`config.mk`:
```
export PLATFORM = sky130hd
export DESIGN_NAME = depth_key_sorter
export DESIGN_NICKNAME = d
export VERILOG_FILES = /design/src/hw/rtl/dks_pkg.sv /design/src/hw/rtl/dks_ram.sv /design/src/hw/rtl/dks_front.sv /design/src/hw/rtl/dks_back.sv /design/src/hw/rtl/depth_key_sorter.sv
export SDC_FILE = /design/constraint.sdc
export NUM_CORES = 2
export LEC_CHECK = 0
export CAP_MARGIN = 10
export CORE_MARGIN = 8
export CORE_UTILIZATION = 44
export CTS_CLUSTER_DIAMETER = 60
export CTS_CLUSTER_SIZE = 14
export DETAILED_ROUTE_END_ITERATION = 8
export DONT_BUFFER_PORTS = 1
export GPL_TIMING_DRIVEN = 0
export PLACE_DENSITY = 0.62
export REMOVE_ABC_BUFFERS = 1
export SLEW_MARGIN = 30
export SYNTH_ARGS = -nofsm -noshare
export SYNTH_HDL_FRONTEND = slang
export SYNTH_MEMORY_MAX_BITS = 65536
export SYNTH_SLANG_ARGS = --single-unit
```
`constraint.sdc`:
```
create_clock -name clk -period 6.7 [get_ports clk]
set_clock_uncertainty 0.15 [all_clocks]
set_input_delay 1.005 -clock clk [delete_from_list [all_inputs] [get_ports clk]]
set_output_delay 1.005 -clock clk [all_outputs]
set_load 0.02 [all_outputs]
```
`src/hw/rtl/dks_pkg.sv`:
```
// ----------------------------------------------------------------------------
// Depth key sorter package
// Shared constants and types for the depth key sorter.
// ----------------------------------------------------------------------------
package dks_pkg;

  localparam int DEPTH    = 64;
  localparam int IDX_W    = $clog2(DEPTH);
  localparam int CNT_W    = IDX_W + 1;
  localparam int KEY_W    = 32;
  localparam int PL_W     = 34;
  localparam int QDEPTH   = 4;
  localparam int QIDX_W   = $clog2(QDEPTH);

  typedef struct packed {
    logic [KEY_W-1:0] key;
    logic [PL_W-1:0]  pl;
    logic             last;
  } req_t;

endpackage

```
`src/hw/rtl/dks_ram.sv`:
```
// ----------------------------------------------------------------------------
// Generic RAM
// One write port and one read port, registered read data.
// ----------------------------------------------------------------------------
module dks_ram #(
  parameter int WIDTH = 8,
  parameter int DEPTH = 16
) (
  input  logic                     clk,
  input  logic                     we,
  input  logic [$clog2(DEPTH)-1:0] waddr,
  input  logic [WIDTH-1:0]         wdata,
  input  logic [$clog2(DEPTH)-1:0] raddr,
  output logic [WIDTH-1:0]         rdata
);

  logic [WIDTH-1:0] mem [DEPTH];

  always_ff @(posedge clk) begin
    if (we) begin
      mem[waddr] <= wdata;
    end
    rdata <= mem[raddr];
  end

endmodule

```
`src/hw/rtl/dks_front.sv`:
```
// ----------------------------------------------------------------------------
// Depth key sorter front end
// Accepts input requests and queues them for the sorting engine.
// ----------------------------------------------------------------------------
module dks_front (
  input  logic          clk,
  input  logic          rst_n,
  input  logic          in_valid,
  output logic          in_stall,
  input  dks_pkg::req_t in_req,
  output logic          q_valid,
  input  logic          q_pop,
  output dks_pkg::req_t q_req
);
  import dks_pkg::*;

  req_t              q_r [QDEPTH];
  logic [QIDX_W-1:0] wp_r, rp_r;
  logic [QIDX_W:0]   cnt_r;
  logic              push;

  assign in_stall = (cnt_r == (QIDX_W+1)'(QDEPTH));
  assign push     = in_valid && !in_stall;
  assign q_valid  = (cnt_r != '0);
  assign q_req    = q_r[rp_r];

  always_ff @(posedge clk) begin
    if (push) begin
      q_r[wp_r] <= in_req;
    end
    if (!rst_n) begin
      wp_r  <= '0;
      rp_r  <= '0;
      cnt_r <= '0;
    end else begin
      if (push) begin
        wp_r <= wp_r + 1'b1;
      end
      if (q_pop) begin
        rp_r <= rp_r + 1'b1;
      end
      cnt_r <= cnt_r + (QIDX_W+1)'(push) - (QIDX_W+1)'(q_pop);
    end
  end

endmodule

```
`src/hw/rtl/dks_back.sv`:
```
// ----------------------------------------------------------------------------
// Depth key sorter back end
// Stores entries, keeps a sorted position list and emits the batch.
// ----------------------------------------------------------------------------
module dks_back (
  input  logic                     clk,
  input  logic                     rst_n,
  input  logic                     q_valid,
  output logic                     q_pop,
  input  dks_pkg::req_t            q_req,
  output logic                     out_valid,
  input  logic                     out_stall,
  output logic [dks_pkg::KEY_W-1:0] out_key,
  output logic [dks_pkg::PL_W-1:0]  out_pl,
  output logic [dks_pkg::IDX_W-1:0] out_pos,
  output logic                     out_last,
  output logic                     out_drop
);
  import dks_pkg::*;

  typedef enum logic [2:0] {S_IDLE, S_SCAN, S_ORD, S_RD, S_EMIT_RD, S_EMIT_W, S_EMIT}
    state_t;

  state_t           st_r;
  logic [CNT_W-1:0] cnt_r;
  logic             ovf_r;
  logic [KEY_W-1:0] nkey_r;
  logic             nlast_r;
  logic [CNT_W-1:0] k_r;
  logic [CNT_W-1:0] e_r;

  logic             we;
  logic [KEY_W-1:0] krd;
  logic [PL_W-1:0]  prd;
  logic             ow;
  logic             shift;
  logic [IDX_W-1:0] oraddr;
  logic [IDX_W-1:0] owdata;
  logic [IDX_W-1:0] ord_rd;

  // The order memory is read at the entry before the insertion point while
  // scanning, and at the emitted rank while draining. The key and payload
  // memories are always read at the position that the order memory returns.
  assign we = (st_r == S_IDLE) && q_valid && (cnt_r != CNT_W'(DEPTH));
  always_comb begin
    if (st_r == S_EMIT_RD || st_r == S_EMIT_W || st_r == S_EMIT) begin
      oraddr = e_r[IDX_W-1:0];
    end else begin
      oraddr = k_r[IDX_W-1:0] - IDX_W'(1);
    end
  end

  // A strictly smaller new key moves the compared entry up one place.
  assign shift  = (st_r == S_RD) && ($signed(nkey_r) < $signed(krd));
  assign ow     = ((st_r == S_SCAN) && (k_r == '0)) || (st_r == S_RD);
  assign owdata = shift ? ord_rd : cnt_r[IDX_W-1:0];

  dks_ram #(.WIDTH(IDX_W), .DEPTH(DEPTH)) u_ord (
    .clk, .we(ow), .waddr(k_r[IDX_W-1:0]), .wdata(owdata), .raddr(oraddr), .rdata(ord_rd)
  );
  dks_ram #(.WIDTH(KEY_W), .DEPTH(DEPTH)) u_key (
    .clk, .we, .waddr(cnt_r[IDX_W-1:0]), .wdata(q_req.key), .raddr(ord_rd), .rdata(krd)
  );
  dks_ram #(.WIDTH(PL_W), .DEPTH(DEPTH)) u_pl (
    .clk, .we, .waddr(cnt_r[IDX_W-1:0]), .wdata(q_req.pl), .raddr(ord_rd), .rdata(prd)
  );

  assign q_pop     = (st_r == S_IDLE) && q_valid;
  assign out_valid = (st_r == S_EMIT);
  assign out_key   = krd;
  assign out_pl    = prd;
  assign out_pos   = ord_rd;
  assign out_last  = (e_r + 1'b1 == cnt_r);
  assign out_drop  = ovf_r;

  always_ff @(posedge clk) begin
    if (!rst_n) begin
      st_r  <= S_IDLE;
      cnt_r <= '0;
      ovf_r <= 1'b0;
      k_r   <= '0;
      e_r   <= '0;
    end else begin
      case (st_r)
        S_IDLE: begin
          if (q_valid) begin
            nlast_r <= q_req.last;
            nkey_r  <= q_req.key;
            k_r     <= cnt_r;
            if (we) begin
              st_r <= S_SCAN;
            end else begin
              ovf_r <= 1'b1;
              if (q_req.last) begin
                e_r  <= '0;
                st_r <= S_EMIT_RD;
              end
            end
          end
        end
        S_SCAN: begin
          // Insertion point search: each compare steps through S_SCAN, S_ORD and S_RD.
          if (k_r == '0) begin
            cnt_r <= cnt_r + 1'b1;
            e_r   <= '0;
            st_r  <= nlast_r ? S_EMIT_RD : S_IDLE;
          end else begin
            st_r <= S_ORD;
          end
        end
        S_ORD: st_r <= S_RD;
        S_RD: begin
          if (shift) begin
            k_r  <= k_r - 1'b1;
            st_r <= S_SCAN;
          end else begin
            cnt_r <= cnt_r + 1'b1;
            e_r   <= '0;
            st_r  <= nlast_r ? S_EMIT_RD : S_IDLE;
          end
        end
        S_EMIT_RD: st_r <= S_EMIT_W;
        S_EMIT_W:  st_r <= S_EMIT;
        S_EMIT: begin
          if (!out_stall) begin
            if (out_last) begin
              cnt_r <= '0;
              ovf_r <= 1'b0;
              st_r  <= S_IDLE;
            end else begin
              e_r  <= e_r + 1'b1;
              st_r <= S_EMIT_RD;
            end
          end
        end
        default: st_r <= S_IDLE;
      endcase
    end
  end

endmodule

```
`src/hw/rtl/depth_key_sorter.sv`:
```
// ----------------------------------------------------------------------------
// Depth key sorter
// Stable ascending sort of a batch of render-list entries by depth key.
// ----------------------------------------------------------------------------
// Entries are loaded one request at a time into a four-deep queue; the back
// end takes each one, writes it to the key and payload memories at the next
// free position and inserts that position into a sorted order list by
// stepping down the list one compare at a time, each step reading the order
// memory and then the key memory through their registered ports, so loading
// entry n (counted from zero) takes up to n compares. Equal keys keep their
// load order. After the entry marked last, every stored entry is emitted in
// ascending key order, one result at a time and held while out_stall is high,
// the final one marked; entries beyond 64 are dropped and every result of
// that batch reports the drop. A batch holding only dropped entries cannot
// occur, since the store fills first.
// ----------------------------------------------------------------------------
module depth_key_sorter (
  input  logic                     clk,
  input  logic                     rst_n,
  input  logic                     in_valid,
  output logic                     in_stall,
  input  logic signed [31:0]       in_depth_key,
  input  logic [1:0]               in_entry_kind,
  input  logic [15:0]              in_ref_first,
  input  logic [15:0]              in_ref_second,
  input  logic                     in_last_entry,
  output logic                     out_valid,
  input  logic                     out_stall,
  output logic signed [31:0]       out_sorted_key,
  output logic [1:0]               out_sorted_kind,
  output logic [15:0]              out_sorted_first,
  output logic [15:0]              out_sorted_second,
  output logic [5:0]               out_load_position,
  output logic                     out_last_result,
  output logic                     out_entries_dropped
);
  import dks_pkg::*;

  req_t             in_req, q_req;
  logic             q_valid, q_pop;
  logic [KEY_W-1:0] key;
  logic [PL_W-1:0]  pl;

  assign in_req.key  = in_depth_key;
  assign in_req.pl   = {in_ref_second, in_ref_first, in_entry_kind};
  assign in_req.last = in_last_entry;

  dks_front u_front (
    .clk, .rst_n, .in_valid, .in_stall, .in_req, .q_valid, .q_pop, .q_req
  );

  dks_back u_back (
    .clk, .rst_n, .q_valid, .q_pop, .q_req, .out_valid, .out_stall,
    .out_key(key), .out_pl(pl), .out_pos(out_load_position),
    .out_last(out_last_result), .out_drop(out_entries_dropped)
  );

  assign out_sorted_key    = key;
  assign out_sorted_kind   = pl[1:0];
  assign out_sorted_first  = pl[17:2];
  assign out_sorted_second = pl[33:18];

endmodule
```
==> flow_summary.toml <==
[run_status]
outcome = "finished clean"

[timing]
fin_ws_ns = 1.12
max_freq_mhz = 179
timing.final.max_slew_violations = 0
worst-slew-pin-transition_ns = 1.04
finalHoldViolations = 0
timing.slew.headroom = 0.304
final_critical_path_time_including_i_o_delays_and_setup_ns = 5.58
final-setup-viol-count = 0
setup_total_negative_slack_ns = 0
period_share = 0.833
setup_repair_after_global_routing_missed_its_margin = "false"

[clock_tree]
ctsRootBufferMaster = "sky130_fd_sc_hd__clkbuf_16"
clockBufferDepth = 4
postCtsSetupRepairBufs = 0
clock_tree_from_tritoncts = "yes"
holdBufCountCts = 68
post_cts_resized = 0
clk_transition_reported_paths_ns = 0.06
cts_buffers = 428
htreeDepth = 5
skew_pair_late_insertion_delay_ns = 1.03
numClockSinks = 5015

[global_route]
grt_first_pass_wirelength_um = 702000
grt_overflow = 0
number_of_antenna_violations_at_the_first_check_in_global_routing = 9
grt_start_max_net_pins = 66
grt_pass1_vias = 89700
grt_use_total = 0.219

[critical_path]
worst-endpoint-arrival_ns = 6.13
cells_on_worst_reg2reg_path = 9
worst_setup_path_end_kind = "flop"
crit_end = "u_back.u_ord.mem[51][5]$_DFFE_PP_"
timing.critical_path.buf_inv = 1
path_class = "reg -> reg"
crit_family = "compound AO/OA/AOI/OAI gates"
ff2ff_setup_slack_ns = 1.12
critical_path_depth = 9
critical-path-slowest-cell = "sky130_fd_sc_hd__mux2_4"
r2r-start = "u_back.u_key.rdata[20]$_DFF_P_"
timing.critical_path.slowest_cell_delay_ns = 0.79
crit-reg2reg-capture = "u_back.u_ord.mem[51][5]$_DFFE_PP_"
startpoint = "u_back.u_key.rdata[20]$_DFF_P_"
crit_chain = "inv_1, ha_1, a21oi_1, o21ai_0, a221oi_1, a2bb2oi_1, nand3_1, nor2_4, mux2_4"
crit_required_ns = 7.24
cp_max_fo = 64
start_kind = "flop"

[place]
gp_congestion = 0.732
port-buffer-count = 0
placed_cells_incl_taps = 13500
hpwl_um = 346000
dpl_worst_slack_ns = 1.53
placed_area_mm2 = 0.211

[synth]
netlist_instances = 7585
post_synth_main_area_contributors = "sky130_fd_sc_hd__edfxtp_1 78%, sky130_fd_sc_hd__mux4_2 18%, sky130_fd_sc_hd__dfxtp_1 1.1%, sky130_fd_sc_hd__mux2i_1 0.51%, sky130_fd_sc_hd__clkbuf_1 0.42%"
post_synth_top_cells = "4909 x sky130_fd_sc_hd__edfxtp_1, 1549 x sky130_fd_sc_hd__mux4_2, 213 x sky130_fd_sc_hd__clkbuf_1"
post_synth_instance_area_mm2 = 0.190
synth.ff_latch_count = 5015
synth.most_common_cell = "sky130_fd_sc_hd__edfxtp_1"
synth_enable_flop_cells = 4909
asyncSetResetFlopFracSynth = 0
synth-main-ff-cell = "sky130_fd_sc_hd__edfxtp_1"
synth_sequential_area_ratio = 0.786
synth-warning-count = 0
avgSynthCellArea_um2 = 25.1
synthDominantAreaCellType = "sky130_fd_sc_hd__edfxtp_1"
synth_cell_types = 61
synth_top_area_share = 0.775

[detailed_routing]
wl_final_um = 505000
vias_per_cell = 6.16
final_antenna_net_count = 0
post-route-drc-count = 0
detail_route.iter0.violations = 12800
drt-pass1-iter-count = 6
vias = 88200
drt-wirelength-per-cell_um = 35.3

[die]
start_util = 0.442
floorplan.die.width_um = 673
die_h_um = 673
dieArea_mm2 = 0.453
pin_count = 147
core_region_area_mm2 = 0.431
floorplan.rows = 241

[power_and_ir_drop]
p_per_area_mw_per_mm2 = 385
peakVddDrop_mv = 0.359
power.leakage_nw = 70.7

[cells_and_area]
fillerInstances = 31800
drive_above_1_share = 0.325
multi_input_area_mm2 = 0.0395
final_cells = 14300
finalNetCount = 8397
stdcell_area_mm2 = 0.225
final-seq-area_mm2 = 0.150
syn_to_final_growth_pct = 18.6

[flow_run]
maxCapViolations = 0

[worst_hold_path]
holdCritPathClass = "in -> reg"
==> sequential cells by signal, summed over array words and instances (netlist names), 6 cells and up, named ones only <==
signal	count
u_back.k_r	7
u_front.q_r	268
u_back.cnt_r	7
u_back.nkey_r	32
u_back.u_ord.mem	384
u_back.u_pl.rdata	34
u_back.e_r	7
u_back.u_ord.rdata	6
u_back.u_key.mem	2048
u_back.u_key.rdata	32
u_back.u_pl.mem	2176
==> kinds of logic after synthesis <==
group	Yosys count	synth area share
AO/OA/AOI/OAI	108	0.00396
flip-flops	5015	0.786
buffers and inverters	445	0.00992
adder cells (fa/ha/maj)	42	0.00280
AND/OR/NAND/NOR	310	0.00732
multiplexers	1649	0.189
XOR/XNOR	16	0.000737
==> layout by cell type (no fill, tap or decap), drive strengths merged, types with 20 or more instances in the layout <==
cell type	n
nand2	49
a21oi	29
mux2i	96
dlygate4sd3	67
nor2	167
ha	41
mux4	1549
buf	596
inv	73
o21ai	20
dfxtp	106
clkbuf	631
edfxtp	4909
nand3	26
clkinv	52
==> power breakdown <==
group | switching (mW) | internal, mW | leakage [nW] | total, mW
combinational | 12.0 | 10.8 | 18.8 | 22.7
clock | 11.2 | 12.9 | 6.30 | 24.0
sequential | 1.06 | 38.9 | 45.7 | 39.9
==> worst reg2reg max path, stage by stage (launching register included) <==
cell and delay, ns:
sky130_fd_sc_hd__dfxtp_1 0.77, sky130_fd_sc_hd__inv_1 0.18, sky130_fd_sc_hd__ha_1 0.26, sky130_fd_sc_hd__a21oi_1 0.40, sky130_fd_sc_hd__o21ai_0 0.35, sky130_fd_sc_hd__a221oi_1 0.74, sky130_fd_sc_hd__a2bb2oi_1 0.34, sky130_fd_sc_hd__nand3_1 0.51
sky130_fd_sc_hd__nor2_4 0.71, sky130_fd_sc_hd__mux2_4 0.80
==> through the flow <==
step | utilization | total power, mW | hold slack [ns]
final | 0.524 | 86.7 | 0.0743
after global routing | 0.524 | 89.6 | 0.0418
after CTS | 0.523 | 87.3 | 0.0235
after detailed placement | 0.491 | 63.4 | 0.331
after global placement | 0.454 | 56.6 | 0.324
after floorplan | - | 53.8 | 0.295
==> layout make-up <==
cell class,count,share of cell area
flip-flops and latches,5015,0.663
well taps,5710,0.0317
repair buffers,663,0.0706
inverters,51,0.000849
diodes,6,0.0000666
multi-input cells,2125,0.175
clock inverters,102,0.00595
clock buffers,631,0.0523
==> how the worst min path moves through the flow <==
stage,depth (start not counted),to,slack [ns],startpoint
floorplan,1,u_back.k_r[6]$_SDFFE_PN0P_,0.29,u_back.k_r[6]$_SDFFE_PN0P_
global placement,1,u_back.k_r[6]$_SDFFE_PN0P_,0.32,u_back.k_r[6]$_SDFFE_PN0P_
detailed placement,1,u_back.k_r[6]$_SDFFE_PN0P_,0.33,u_back.k_r[6]$_SDFFE_PN0P_
CTS,2,u_back.k_r[3]$_SDFFE_PN0P_,0.02,rst_n
global route,2,u_back.k_r[4]$_SDFFE_PN0P_,0.04,rst_n
finish,2,u_back.k_r[3]$_SDFFE_PN0P_,0.07,rst_n
==> routing by layer <==
layer / global-route usage / share of wire
met5: 0 / 0
met4: 0.0716 / 0.038
met3: 0.0395 / 0.086
met2: 0.365 / 0.50
met1: 0.294 / 0.38
Power figures use the tool's default switching activity.
